## config.mk

```make
export PLATFORM = sky130hd
export DESIGN_NAME = uart_chunk_stream_classifier_core
export DESIGN_NICKNAME = d
export VERILOG_FILES = /design/src/hw/rtl/ucsc_pkg.sv /design/src/hw/rtl/uart_chunk_stream_classifier_core.sv /design/src/hw/rtl/ucsc_chunk_state.sv
export VERILOG_INCLUDE_DIRS = /design/src /design/src/hw/rtl
export SDC_FILE = /design/constraint.sdc
export NUM_CORES = 1
export LEC_CHECK = 0
export BUFFER_PORTS_ARGS = -buffer_cell sky130_fd_sc_hd__buf_2
export CORE_MARGIN = 2
export CORE_UTILIZATION = 53
export CTS_CLUSTER_SIZE = 24
export DETAILED_ROUTE_END_ITERATION = 6
export HOLD_SLACK_MARGIN = 0.05
export PLACE_DENSITY = 0.74
export SETUP_SLACK_MARGIN = 0.4
export SYNTH_ARGS = -nofsm -noshare
export SYNTH_HDL_FRONTEND = slang
export SYNTH_SLANG_ARGS = --single-unit
```

## constraint.sdc

```tcl
create_clock -name i_clk -period 5.13 [get_ports i_clk]
set_clock_uncertainty 0.15 [all_clocks]
set_input_delay 1.026 -clock i_clk [delete_from_list [all_inputs] [get_ports i_clk]]
set_output_delay 1.026 -clock i_clk [all_outputs]
set_load 0.005 [all_outputs]
```

## src/hw/rtl/uart_chunk_stream_classifier_core_macros.svh

```systemverilog
// assertion macros shared by the chunk classifier rtl
// depends on nothing; checks drop out when SYNTHESIS is defined
`ifndef UART_CHUNK_STREAM_CLASSIFIER_CORE_MACROS_SVH
`define UART_CHUNK_STREAM_CLASSIFIER_CORE_MACROS_SVH
`ifndef SYNTHESIS
// same-cycle implication
`define UCSC_ASSERT_NOW(label, clk, rst_n, ante, cons) \
    label: assert property (@(posedge clk) disable iff (!rst_n) (ante) |-> (cons)) \
        else $error("ucsc same-cycle check failed");
// next-cycle implication
`define UCSC_ASSERT_NEXT(label, clk, rst_n, ante, cons) \
    label: assert property (@(posedge clk) disable iff (!rst_n) (ante) |=> (cons)) \
        else $error("ucsc next-cycle check failed");
`else
`define UCSC_ASSERT_NOW(label, clk, rst_n, ante, cons)
`define UCSC_ASSERT_NEXT(label, clk, rst_n, ante, cons)
`endif
`endif

```

## src/hw/rtl/ucsc_pkg.sv

```systemverilog
// types, codes and character helpers for the uart chunk classifier
// no dependencies
package ucsc_pkg;

    localparam int CFG_W  = 7;
    localparam int CIDX_W = 2;

    // configuration register indexes
    localparam logic [CIDX_W-1:0] CFG_DOLLAR_WINDOW   = 2'd0;
    localparam logic [CIDX_W-1:0] CFG_FRAGMENT_WINDOW = 2'd1;
    localparam logic [CIDX_W-1:0] CFG_MIN_PRINTABLE   = 2'd2;

    localparam logic [CFG_W-1:0] RST_DOLLAR_WINDOW   = 7'd10;
    localparam logic [CFG_W-1:0] RST_FRAGMENT_WINDOW = 7'd32;
    localparam logic [CFG_W-1:0] RST_MIN_PRINTABLE   = 7'd5;

    // class codes
    localparam logic [1:0] CLASS_UNKNOWN = 2'd0;
    localparam logic [1:0] CLASS_NMEA    = 2'd1;
    localparam logic [1:0] CLASS_AT_RESP = 2'd2;
    localparam logic [1:0] CLASS_AT_CMD  = 2'd3;

    // prefix match bits
    localparam int PM_AT    = 0;
    localparam int PM_OK    = 1;
    localparam int PM_ERROR = 2;
    localparam int PM_READY = 3;

    localparam logic [7:0] CH_DOLLAR = 8'h24;
    localparam logic [7:0] CH_PLUS   = 8'h2B;
    localparam logic [7:0] CH_O      = 8'h4F;
    localparam logic [7:0] CH_K      = 8'h4B;
    localparam logic [7:0] CH_STAR   = 8'h2A;
    localparam logic [7:0] CH_COMMA  = 8'h2C;
    localparam logic [7:0] CH_DOT    = 8'h2E;
    localparam logic [7:0] CH_CR     = 8'h0D;
    localparam logic [7:0] CH_LF     = 8'h0A;
    localparam logic [7:0] CH_DEL    = 8'h7F;
    localparam logic [7:0] CH_SPACE  = 8'h20;
    localparam logic [7:0] CASE_MASK = 8'h5F;
    localparam logic [7:0] AT_FIRST  = 8'h41;
    localparam logic [7:0] AT_SECOND = 8'h54;

    typedef struct packed {
        logic [7:0] data_byte;
        logic       last_byte;
    } t_in_item;

    typedef struct packed {
        logic [1:0] stream_class;
        logic [6:0] printable_seen;
        logic [6:0] nmea_like_seen;
    } t_out_item;

    typedef struct packed {
        logic [CFG_W-1:0] dollar_window;
        logic [CFG_W-1:0] fragment_window;
        logic [CFG_W-1:0] min_printable;
    } t_cfg;

    function automatic logic is_printable(input logic [7:0] c);
        return (c >= CH_SPACE) && (c < CH_DEL);
    endfunction

    function automatic logic is_nmea_like(input logic [7:0] c);
        return ((c >= 8'h30) && (c <= 8'h39)) || ((c >= 8'h41) && (c <= 8'h5A)) ||
               (c == CH_COMMA) || (c == CH_DOT) || (c == CH_STAR) ||
               (c == CH_CR) || (c == CH_LF);
    endfunction

    function automatic logic [7:0] error_char(input logic [2:0] idx);
        logic [7:0] ch;
        case (idx)
            3'd0: ch = 8'h45;
            3'd1: ch = 8'h52;
            3'd2: ch = 8'h52;
            3'd3: ch = 8'h4F;
            3'd4: ch = 8'h52;
            default: ch = 8'h00;
        endcase
        return ch;
    endfunction

    function automatic logic [7:0] ready_char(input logic [2:0] idx);
        logic [7:0] ch;
        case (idx)
            3'd0: ch = 8'h52;
            3'd1: ch = 8'h45;
            3'd2: ch = 8'h41;
            3'd3: ch = 8'h44;
            3'd4: ch = 8'h59;
            default: ch = 8'h00;
        endcase
        return ch;
    endfunction

endpackage

```

## src/hw/rtl/uart_chunk_stream_classifier_core.sv

```systemverilog
// uart chunk classifier top: one byte request per cycle while not stalled, class out on the last byte
// result: registered, shown on o_out_valid in the cycle after the last byte is accepted
// throughput: one byte per cycle while o_in_ready is high, set by the single state update in ucsc_chunk_state
// reset: synchronous active-low; clears chunk state, output valid, and loads config defaults
// depends on ucsc_pkg, ucsc_chunk_state and uart_chunk_stream_classifier_core_macros.svh
`include "uart_chunk_stream_classifier_core_macros.svh"
module uart_chunk_stream_classifier_core import ucsc_pkg::*; #(
    parameter int MAX_WINDOW = 64
) (
    input  logic              i_clk,
    input  logic              i_rst_n,
    // byte request channel
    input  logic              i_in_valid,
    output logic              o_in_ready,
    input  t_in_item          i_in_item,
    // result request channel
    output logic              o_out_valid,
    input  logic              i_out_ready,
    output t_out_item         o_out_item,
    // configuration writes
    input  logic              i_cfg_we,
    input  logic [CIDX_W-1:0] i_cfg_index,
    input  logic [CFG_W-1:0]  i_cfg_wdata
);

    t_cfg      r_cfg;
    logic      r_out_valid;
    t_out_item r_out_item;
    t_out_item chunk_result;
    logic      take;

    // the output register frees up in the same cycle it is drained, so bytes
    // keep flowing while a result waits only if the sink is also taking it
    assign o_in_ready  = !r_out_valid || i_out_ready;
    assign take        = i_in_valid && o_in_ready;
    assign o_out_valid = r_out_valid;
    assign o_out_item  = r_out_item;

    // config registers, writes to unused indexes fall through the case
    always_ff @(posedge i_clk) begin
        if (!i_rst_n) begin
            r_cfg.dollar_window   <= RST_DOLLAR_WINDOW;
            r_cfg.fragment_window <= RST_FRAGMENT_WINDOW;
            r_cfg.min_printable   <= RST_MIN_PRINTABLE;
        end else if (i_cfg_we) begin
            case (i_cfg_index)
                CFG_DOLLAR_WINDOW:   r_cfg.dollar_window   <= i_cfg_wdata;
                CFG_FRAGMENT_WINDOW: r_cfg.fragment_window <= i_cfg_wdata;
                CFG_MIN_PRINTABLE:   r_cfg.min_printable   <= i_cfg_wdata;
                default: ;
            endcase
        end
    end

    // counters, prefix tracking and the class decision for the current byte
    ucsc_chunk_state #(
        .MAX_WINDOW (MAX_WINDOW)
    ) u_state (
        .i_clk    (i_clk),
        .i_rst_n  (i_rst_n),
        .i_take   (take),
        .i_item   (i_in_item),
        .i_cfg    (r_cfg),
        .o_result (chunk_result)
    );

    // result register, loaded only by a last byte
    always_ff @(posedge i_clk) begin
        if (!i_rst_n) begin
            r_out_valid <= 1'b0;
        end else if (take && i_in_item.last_byte) begin
            r_out_valid <= 1'b1;
        end else if (i_out_ready) begin
            r_out_valid <= 1'b0;
        end
    end

    always_ff @(posedge i_clk) begin
        if (take && i_in_item.last_byte) begin
            r_out_item <= chunk_result;
        end
    end

    // a last byte always produces a result next cycle
    `UCSC_ASSERT_NEXT(a_last_gives_result, i_clk, i_rst_n, take && i_in_item.last_byte, o_out_valid)
    // a middle byte never invents a result once the old one is drained
    `UCSC_ASSERT_NEXT(a_no_spurious_result, i_clk, i_rst_n, take && !i_in_item.last_byte && (!o_out_valid || i_out_ready), !o_out_valid)
    // an empty output stage never blocks bytes
    `UCSC_ASSERT_NOW(a_ready_when_empty, i_clk, i_rst_n, !o_out_valid, o_in_ready)

endmodule

```

## src/hw/rtl/ucsc_chunk_state.sv

```systemverilog
// per-chunk tracking state and class decision for the chunk classifier
// depends on ucsc_pkg
module ucsc_chunk_state import ucsc_pkg::*; #(
    parameter int MAX_WINDOW = 64
) (
    input  logic      i_clk,
    input  logic      i_rst_n,
    input  logic      i_take,
    input  t_in_item  i_item,
    input  t_cfg      i_cfg,
    output t_out_item o_result
);

    localparam int PosW = $clog2(MAX_WINDOW + 1);
    localparam int CmpW = (PosW > CFG_W) ? PosW : CFG_W;
    localparam int MulW = PosW + 3;

    logic [PosW-1:0] r_pos,  n_pos;
    logic            r_dollar, n_dollar;
    logic [PosW-1:0] r_pcnt, n_pcnt;
    logic [PosW-1:0] r_ncnt, n_ncnt;
    logic [7:0]      r_lead, n_lead;
    logic [3:0]      r_pm,   n_pm;

    logic [7:0]      c;
    logic            pos0, pos1, pos_lt5, in_dwin, in_fwin, frag_ok;
    logic [7:0]      c_masked;
    logic [MulW-1:0] five_n, four_p;

    assign c        = i_item.data_byte;
    assign c_masked = c & CASE_MASK;
    assign pos0     = (r_pos == PosW'(0));
    assign pos1     = (r_pos == PosW'(1));
    assign pos_lt5  = (r_pos < PosW'(5));
    // window limits above MAX_WINDOW clamp to it: r_pos saturates there and both windows close
    assign in_dwin  = (CmpW'(r_pos) < CmpW'(i_cfg.dollar_window)) &&
                      (r_pos < PosW'(MAX_WINDOW));
    assign in_fwin  = (CmpW'(r_pos) < CmpW'(i_cfg.fragment_window)) &&
                      (r_pos < PosW'(MAX_WINDOW));

    always_comb begin
        n_pos    = (r_pos < PosW'(MAX_WINDOW)) ? r_pos + PosW'(1) : r_pos;
        n_dollar = r_dollar | (in_dwin && (c == CH_DOLLAR));
        n_pcnt   = r_pcnt + PosW'(in_fwin && is_printable(c));
        n_ncnt   = r_ncnt + PosW'(in_fwin && is_nmea_like(c));
        n_lead   = pos0 ? c : r_lead;
        n_pm     = r_pm;
        if ((pos0 && (c_masked != AT_FIRST)) || (pos1 && (c_masked != AT_SECOND))) begin
            n_pm[PM_AT] = 1'b0;
        end
        if ((pos0 && (c != CH_O)) || (pos1 && (c != CH_K))) begin
            n_pm[PM_OK] = 1'b0;
        end
        if (pos_lt5 && (c != error_char(r_pos[2:0]))) begin
            n_pm[PM_ERROR] = 1'b0;
        end
        if (pos_lt5 && (c != ready_char(r_pos[2:0]))) begin
            n_pm[PM_READY] = 1'b0;
        end
    end

    // nmea > floor(4p/5) is the same as 5n > 4p
    assign five_n  = (MulW'(n_ncnt) << 2) + MulW'(n_ncnt);
    assign four_p  = MulW'(n_pcnt) << 2;
    assign frag_ok = (CmpW'(n_pcnt) > CmpW'(i_cfg.min_printable)) && (five_n > four_p);

    always_comb begin
        o_result.printable_seen = 7'(n_pcnt);
        o_result.nmea_like_seen = 7'(n_ncnt);
        if (n_dollar || frag_ok) begin
            o_result.stream_class = CLASS_NMEA;
        end else if (n_lead == CH_PLUS) begin
            o_result.stream_class = CLASS_AT_RESP;
        end else if (!pos0 && n_pm[PM_AT]) begin
            o_result.stream_class = CLASS_AT_CMD;
        end else if (!pos0 && n_pm[PM_OK]) begin
            o_result.stream_class = CLASS_AT_RESP;
        end else if ((r_pos >= PosW'(4)) && (n_pm[PM_ERROR] || n_pm[PM_READY])) begin
            o_result.stream_class = CLASS_AT_RESP;
        end else begin
            o_result.stream_class = CLASS_UNKNOWN;
        end
    end

    always_ff @(posedge i_clk) begin
        if (!i_rst_n) begin
            r_pos    <= '0;
            r_dollar <= 1'b0;
            r_pcnt   <= '0;
            r_ncnt   <= '0;
            r_lead   <= '0;
            r_pm     <= '1;
        end else if (i_take) begin
            if (i_item.last_byte) begin
                r_pos    <= '0;
                r_dollar <= 1'b0;
                r_pcnt   <= '0;
                r_ncnt   <= '0;
                r_lead   <= '0;
                r_pm     <= '1;
            end else begin
                r_pos    <= n_pos;
                r_dollar <= n_dollar;
                r_pcnt   <= n_pcnt;
                r_ncnt   <= n_ncnt;
                r_lead   <= n_lead;
                r_pm     <= n_pm;
            end
        end
    end

endmodule
```

After elaboration in Yosys (flattened, before gate mapping)
Cells that the tools add are included.
{ "classes": {"n_addsub": 4, "multipliers": 0, "div": 0, "magnitude_cmp": 13, "eq_ne": 20, "shifts": 0, "muxes": 20, "n_bitwise": 1, "reduce_logical": 43} }
{ "ops": {"columns": ["op", "count"], "rows": [
  ["$eq 8x6->1 const B", 5],
  ["$pmux 7 s5", 1],
  ["$mux 7", 4],
  ["$pmux 7 s3", 1],
  ["$logic_and 1x1->1", 20],
  ["$eq 8x4->1 const B", 2],
  ["$ge 8x6->1 const B", 2],
  ["$mux 8", 2],
  ["$ne 8x7->1", 2],
  ["$ne 8x7->1 const B", 2],
  ["$add 7x1->7", 2],
  ["$lt 7x7->1", 2],
  ["$ne 6x6->1 const B", 2],
  ["$logic_or 1x1->1", 11],
  ["$add 9x7->10", 1],
  ["$gt 10x9->1", 1],
  ["$ge 8x7->1 const B", 1],
  ["$le 8x6->1 const B", 1],
  ["$le 8x7->1 const B", 1],
  ["$lt 8x7->1 const B", 1],
  ["$mux 2", 4],
  ["$reduce_and 2->1", 4],
  ["$add 7x1->7 const B", 1],
  ["$eq 7x1->1 const B", 1],
  ["other kinds (18)", 27]
]} }
{ "word_totals": {"regBits": 72, "latch_bits": 0, "ramBits": 0, "romBits": 0, "input_bits": 23, "wordCells": 114, "mem_count": 0} }

Depth between registers and ports, before layout
Gate-level depths: netlist (run 1).
{ "logic_depth": {"depth_word": 14, "depth_mapped": 24, "depth_no_buf": 24} }

Modules after synthesis
From an unflattened synthesis (run 1), not the netlist that was laid out.
{ "hier_totals": {"cells_unflattened": 523, "area_unflattened_um2": 4601.9} }
{ "modules_own_cells": {"columns": ["mod", "n_inst", "cells_each", "area_per_inst_um2", "seq_area_each_um2"], "rows": [
  ["ucsc_chunk_state", 1, 418, 3231.8, 680.7],
  ["uart_chunk_stream_classifier_core", 1, 105, 1370.1, 920.9]
]} }

Least setup slack after synthesis (run 1)
No wires, ideal clock.
{ "synth_timing": {"kind": "input -> register", "startpoint": "in i_in_item[2] (netlist bit)", "endpoint": "reg r_out_item (netlist bit o_out_item[14]) (data pin)", "arrival_time_ns": 5.147, "required_time_ns": 4.712, "slack_ns": -0.434, "path_stages": 22, "path_buffers": 1, "cell_sequence": "clkbuf_1 -> nor2_1 -> a21oi_1 -> a21oi_1 -> a211oi_1 -> a31oi_1 -> nor3_1 -> ha_1 -> ha_1 -> nand3_1 -> xnor2_1 -> ha_1 -> a21o_1 -> a41o_1 -> a31o_1 -> xor2_1 -> ha_1 -> nand4_1 -> o22ai_1 -> o311a_1 -> a311o_1 -> o21bai_1"} }
{ "synth_via": {"elab_chain_cells": 14, "elab_cells_between_ends": 51, "classes_between": "add/sub (3); order compare (8); eq/ne (11); mux (6); bitwise (1); reduce/logical (22)"} }
{ "synth_lines": {"columns": ["element", "line_no", "text"], "rows": [
  ["start, declared", "uart_chunk_stream_classifier_core.sv:15", "input t_in_item i_in_item,"],
  ["$ge 8x6->1 (tied with other cells)", "ucsc_pkg.sv:66", "return ((c >= 8'h30) && (c <= 8'h39)) || ((c >= 8'h41) && (c <= 8'h5A)) ||"],
  ["$logic_and 1x1->1", "ucsc_pkg.sv:66", null],
  ["$logic_or 1x1->1 (2 in a row)", "ucsc_pkg.sv:66", null],
  ["$logic_or 1x1->1 (3 in a row)", "ucsc_pkg.sv:67", "(c == CH_COMMA) || (c == CH_DOT) || (c == CH_STAR) ||"],
  ["$logic_or 1x1->1", "ucsc_pkg.sv:68", "(c == CH_CR) || (c == CH_LF);"],
  ["$logic_and 1x1->1", "ucsc_chunk_state.sv:45", "n_ncnt = r_ncnt + PosW'(in_fwin && is_nmea_like(c));"],
  ["$add 7x1->7", "ucsc_chunk_state.sv:45", null],
  ["$add 9x7->10", "ucsc_chunk_state.sv:63", "assign five_n = (MulW'(n_ncnt) << 2) + MulW'(n_ncnt);"],
  ["$gt 10x9->1", "ucsc_chunk_state.sv:65", "assign frag_ok = (CmpW'(n_pcnt) > CmpW'(i_cfg.min_printable)) && (five_n > four_p);"],
  ["$logic_and 1x1->1", "ucsc_chunk_state.sv:65", null],
  ["$logic_or 1x1->1", "ucsc_chunk_state.sv:70", "if (n_dollar || frag_ok) begin"],
  ["end signal, assigned", "uart_chunk_stream_classifier_core.sv:80", "r_out_item <= chunk_result;"],
  ["end, declared", "uart_chunk_stream_classifier_core.sv:28", "t_out_item r_out_item;"]
]} }
Parallel ways exist; a longest one is shown, timed or not.
A chain may end at the register's enable or synchronous reset.

==> out/summary.txt, run 1 <==
outcome: completed
CP max stage delay: 0.33 ns
synthesis-to-layout area growth: 21.15%
Crit Path Max Fanout: 6
gr usage total: 24.57%
Slew @ Worst Pin: 1.056 ns
Yosys cell types: 58
Non-Filler Instances: 670
Async S/R FF share, synth: 0%
hold crit path type: register to register
fin crit share: 95.76%
CP Data Arrival Time: 4.85 ns
Highest Clock Rate: 203.6 MHz
number of global-route vias before repair: 3604
Final min period: 4.913 ns
Die Wd: 95.07 um
ant diodes: 0
final hold violation count: 0
Design Power: 1328 uW
CTS tree: built
fin. max-slew vios: 0
drt wl/cell: 15.56 um
Ports: 41
routed vias: 3820
Core Area: 8134 sq um
Req. time, crit path: 5.07 ns
CTS buffer count: 9
Die Area: 9037 sq um
ys flop type: dfxtp_1
clock latency on the worst-skew pair: 0.36 ns
cell with the most instances on the worst path: ha_1
total of max-cap violations: 0
Placer Congestion: 0.8661
register area share after synthesis: 36.44%
wirelength, routed: 10420 um
Critical Path End Type: register
Leakage: 0.002328 uW
first-pass GRT wire length: 17390 um
Worst Setup Start Kind: input pin
Mapped Area: 4395 sq um
# port buffers: 40
worst r2r src: r_cfg[8]$_SDFFE_PN0P_
total grt overflow: 0
DRC errors left: 0
Via density: 5.701
cells after synthesis: 493
initial antenna violation count: 0
post-route ant nets: 0
clock slew at reported path FFs: 0.08 ns
DP Cell Count: 647
Hold Crit Start: u_state.r_pm[1]$_SDFFE_PN1P_
Worst Setup SP: i_in_item[2]
Final Setup Violations: 0
initial DRC count: 158
P per Cell Area: 249.3 nW/um^2
Ys Warns: 0
clock buffer depth: 2
layout cell share with drive strength beyond 1: 20.71%
Site Rows: 33
Sink Count: 72
Avg Inst Size Synth: 8.916 sq um
TritonRoute pass-1 iters: 4
die extent in y: 95.07 um
crit path cell chain: buf_4 > nor2_1 > a21oi_2 > a21oi_1 > a211oi_2 > a31oi_2 > nor3_2 > ha_2 > ha_4 > xor2_2 > ha_1 > a21o_1 > a41o_1 > a31o_1 > xor2_1 > ha_1 > o21ai_1 > o22ai_1 > o311a_1 > a311o_1 > o21bai_1
Finished Core Util: 65.47%
VDD IR max: 168.8 uV
Initial Util: 54.04%
Detail Placement HPWL: 7420 um
RSZ-0062 raised after global routing: yes
htree depth: 3
kind of critical path: input pin to register
fin nets: 624
slowest cell on the critical path: ha_1
relative slew slack: 29.36%
syn nets: 557
CTS Root Cell: clkbuf_8
number of synthesized flops with an enable pin: 16
pin count of the biggest net entering global routing: 53
Yosys reg bits: 72
==> layout make-up <==
cell class | instances | area [sq um]
tap | 105 | 131.4
fill | 677 | 2809
sequential | 72 | 1603
timing repair buffer | 82 | 539.3
clock inverter | 4 | 72.57
multi-input combinational | 359 | 2666
inverter | 36 | 135.1
clock buffer | 12 | 177.7
==> synthesized netlist by cell type (14+ instances only) <==
cell / instances / area share (%)
nand2_1: 27 / 2.3
nor2b_1: 41 / 5.8
dfxtp_1: 56 / 26
o21ai_0: 21 / 2.4
inv_1: 36 / 3.1
a21oi_1: 19 / 2.2
edfxtp_1: 16 / 11
nor2_1: 27 / 2.3
clkbuf_1: 24 / 2.0
ha_1: 40 / 11
a22oi_1: 16 / 2.7
mux2i_1: 14 / 3.2
==> worst max-delay path: cells and delay by family <==
kind	cells	cell delay (ns)
adder cells (fa/ha/maj)	4	1.06
XOR/XNOR	2	0.35
AO/OA/AOI/OAI	12	2.02
AND/OR/NAND/NOR	2	0.28
buffers and inverters	1	0.13
==> cell families after synthesis <==
family                   Yosys count  synth area share (%)
buffers and inverters             62                 5.465
adder cells (fa/ha/maj)           41                 11.84
AO/OA/AOI/OAI                    112                 17.25
XOR/XNOR                          21                 4.184
multiplexers                      15                 3.444
AND/OR/NAND/NOR                  170                 21.38
flip-flops                        72                 36.44
==> where the power goes <==
group / switching [uW] / internal (uW) / total [uW]
sequential: 7.82 / 597 / 605
clock: 227 / 333 / 560
combinational: 91.4 / 71.2 / 163
total: 326 / 1000 / 1330
==> final timing paths <==
check,endpoint,slack [ns],cells after the start
worst min register to register,u_state.r_pm[1]$_SDFFE_PN1P_,0.32,1
worst max-delay path,o_out_item[14]$_SDFFCE_PP1P_,0.22,21
worst max register to register,o_out_item[14]$_SDFFCE_PP1P_,0.26,22
worst min-delay path,u_state.r_pm[1]$_SDFFE_PN1P_,0.32,1
==> flip-flops by register name, indices dropped and copies added (netlist names) <==
| name | cells |
|---|---|
| o_out_item | 16 |
| r_cfg | 21 |
| u_state.r_pcnt | 7 |
| u_state.r_dollar | 1 |
| u_state.r_pos | 7 |
| u_state.r_ncnt | 7 |
| u_state.r_lead | 8 |
| o_out_valid | 1 |
| u_state.r_pm | 4 |
==> routing by layer <==
layer | track usage [%] | vias up | part of all wire (%)
met5 | 0 | - | 0
met4 | 6.159 | 0 | 2.2
met3 | 4.664 | 17 | 3.8
met2 | 42.02 | 86 | 48
met1 | 31.91 | 1812 | 46
li1 | - | 1905 | -
==> through the flow <==
step                setup TNS [ns]  setup slack, ns  cell area (sq um)  hold WS (ns)
finish                           0           0.2173               5325        0.3240
global route                     0          0.06525               5325        0.3537
CTS                              0           0.2040               5259        0.3213
detailed placement         -0.2801          -0.2143               4940        0.2979
global placement           -0.1494          -0.1461               4940        0.2859
floorplan                        0          0.07497               4507        0.2761
==> what timing repair did <==
| action | in CTS | in global routing |
|---|---|---|
| setup endpoints to repair | 2 | 2 |
| buffers inserted | 4 | 3 |
| hold buffers | 0 | 0 |
| resized for setup | 11 | 10 |
| pin swaps | 10 | 8 |
==> placed cells by master (no fill, tap or decap), types with 3 or more instances in the layout <==
cell      instances
clkbuf_8          9
nor4b_1           3
edfxtp_1         16
and2_1            5
buf_4            45
mux2i_1          14
nand2b_1          4
a211o_1           3
nor2b_1          41
a21boi_0          5
a211oi_1          3
o311ai_0          4
a21oi_1          18
nor3b_1           3
xnor2_1           8
a31oi_1           4
o211ai_1          3
nand3b_1          5
nor4_1            5
a21o_1            7
nand3_1          12
and3_1            4
inv_1            36
ha_1             36
nand4_1          10
o21ai_0          19
buf_2            35
nor3_1           11
dfxtp_1          55
nor2_1           27
xor2_1           10
nand2_1          27
o21bai_1          5
a22oi_1          16
(Power assumes the default switching activity.)
==> run 2, diff against run 1 <==
- CORE_ASPECT_RATIO: not set -> 2
==> out/summary.txt, run 2 (same netlist as run 1, synthesis figures left out) <==
fin crit share: 96.59%
initial DRC count: 231
Setup TNS: 0 ns
layout cell share with drive strength beyond 1: 21.30%
VDD IR max: 241.7 uV
Die Area: 9082 sq um
htree depth: 3
fin. max-slew vios: 0
largest register by flop count: r_cfg
Final min period: 4.955 ns
Site Rows: 47
first-pass GRT wire length: 18540 um
CTS tree: built
DP Cell Count: 645
post-route ant nets: 0
hold crit path type: register to register
clock latency on the worst-skew pair: 0.34 ns
register area: 1602 sq um
Crit Path Max Fanout: 6
GRT Max-Usage Layer: met2
Core Area: 8174 sq um
CTS Root Cell: clkbuf_16
multi-input logic area: 2656 sq um
met3 Resource Use GR: 4.677%
final hold violation count: 0
Finished Core Util: 65.38%
synthesis-to-layout area growth: 21.58%
ant diodes: 0
most common cell after layout, fill and taps aside: dfxtp_1
Detail Placement HPWL: 8667 um
clock slew at reported path FFs: 0.06 ns
RSZ-0062 raised after global routing: yes
CP max stage delay: 0.34 ns
Worst Setup Start Kind: input pin
Final Setup Violations: 0
fin nets: 627
Highest Clock Rate: 201.8 MHz
Leakage: 0.002350 uW
TritonRoute pass-1 iters: 5
GR Util met1: 26.05%
clock buffer depth: 2
# port buffers: 40
Critical Path End Type: register
pre-CTS setup slack: -0.2090 ns
gr usage total: 27.27%
Sink Count: 72
placed inst area: 4969 sq um
slowest cell on the critical path: fa_2
DRC errors left: 0
kind of critical path: input pin to register
relative slew slack: 25.11%
wirelength, routed: 11350 um
Via density: 5.923
Placer Congestion: 0.9084
initial antenna violation count: 0
total grt overflow: 0
Largest register FFs: 21
P per Cell Area: 252.8 nW/um^2
total of max-cap violations: 0
CP Data Arrival Time: 4.88 ns
commonest cells after routing, fill and taps aside: dfxtp_1, buf_4, nor2b_1
routed vias: 3945
crit path cell chain: buf_4 > mux2_2 > a22o_1 > a31oi_2 > nor3_2 > ha_2 > ha_4 > xor2_1 > ha_2 > fa_2 > a31o_2 > a21o_1 > xor2_1 > ha_1 > o21ai_1 > o22ai_1 > o311a_1 > a311o_1 > o21bai_1
die extent in y: 132.8 um
Initial Util: 53.77%
Die Wd: 68.40 um
Slew @ Worst Pin: 1.119 ns
met2 Track Usage GR: 49.25%
Req. time, crit path: 5.05 ns
outcome: completed
drt wl/cell: 17.04 um
setup slack after layout: 0.1747 ns
filler cell count: 681
Non-Filler Instances: 666
CTS buffer count: 9
Ports: 41
pin count of the biggest net entering global routing: 53
final instance area: 5344 sq um
number of global-route vias before repair: 4013
Hold-fix buffers, CTS: 0
r2r setup slk: 0.20 ns
==> run 2: worst max-delay path: cells and delay by family <==
kind            cells  cell delay, ns
compound gates      9            1.74
fa+ha+maj           5            1.26
simple gates        1            0.06
xor+xnor            2            0.32
mux                 1            0.33
buf+inv             1            0.12
==> run 2: routing by layer <==
layer / wire (um) / share of wire [%] / vias to the layer above
met5: 0 / 0 / -
met4: 588 / 5.2 / 0
met3: 358 / 3.2 / 42
met2: 6466 / 57 / 103
met1: 3935 / 35 / 1893
li1: - / - / 1907
==> run 2: worst paths after layout <==
| check | cells past startpoint | endpoint | startpoint |
|---|---|---|---|
| hold / removal | 1 | u_state.r_pm[1]$_SDFFE_PN1P_ | u_state.r_pm[1]$_SDFFE_PN1P_ |
| setup / recovery | 19 | o_out_item[14]$_SDFFCE_PP1P_ | i_in_item[1] |
| setup reg to reg | 21 | o_out_item[14]$_SDFFCE_PP1P_ | r_cfg[8]$_SDFFE_PN0P_ |
| hold reg to reg | 1 | u_state.r_pm[1]$_SDFFE_PN1P_ | u_state.r_pm[1]$_SDFFE_PN1P_ |
==> run 2: report_power, final <==
part,internal (uW),switching (uW)
clock network,329,248
logic,72.1,95.9
registers,598,8.07
total,999,352
==> run 2: stage by stage <==
| stage | total power, uW | hold slack [ns] |
|---|---|---|
| 2_1_floorplan | 719.7 | 0.2761 |
| 3_3_place_gp | 774.6 | 0.2823 |
| 3_5_place_dp | 778.5 | 0.2987 |
| 4_1_cts | 1349 | 0.3120 |
| 5_1_grt | 1397 | 0.3341 |
| 6_report | 1351 | 0.3170 |
==> run 2: final cells by class <==
class	count	area share, %
clock buffers	10	4.285
clock inverters	6	0.8195
inverters	36	2.529
multi-input cells	359	49.71
flip-flops and latches	72	29.97
well taps	98	2.295
repair buffers	85	10.40
==> run 2: timing repair <==
item / 4_1_cts / 5_1_grt
pin swaps: 3 / 7
setup endpoints to repair: 2 / 2
setup buffers: 3 / 2
gates resized for setup: 10 / 11
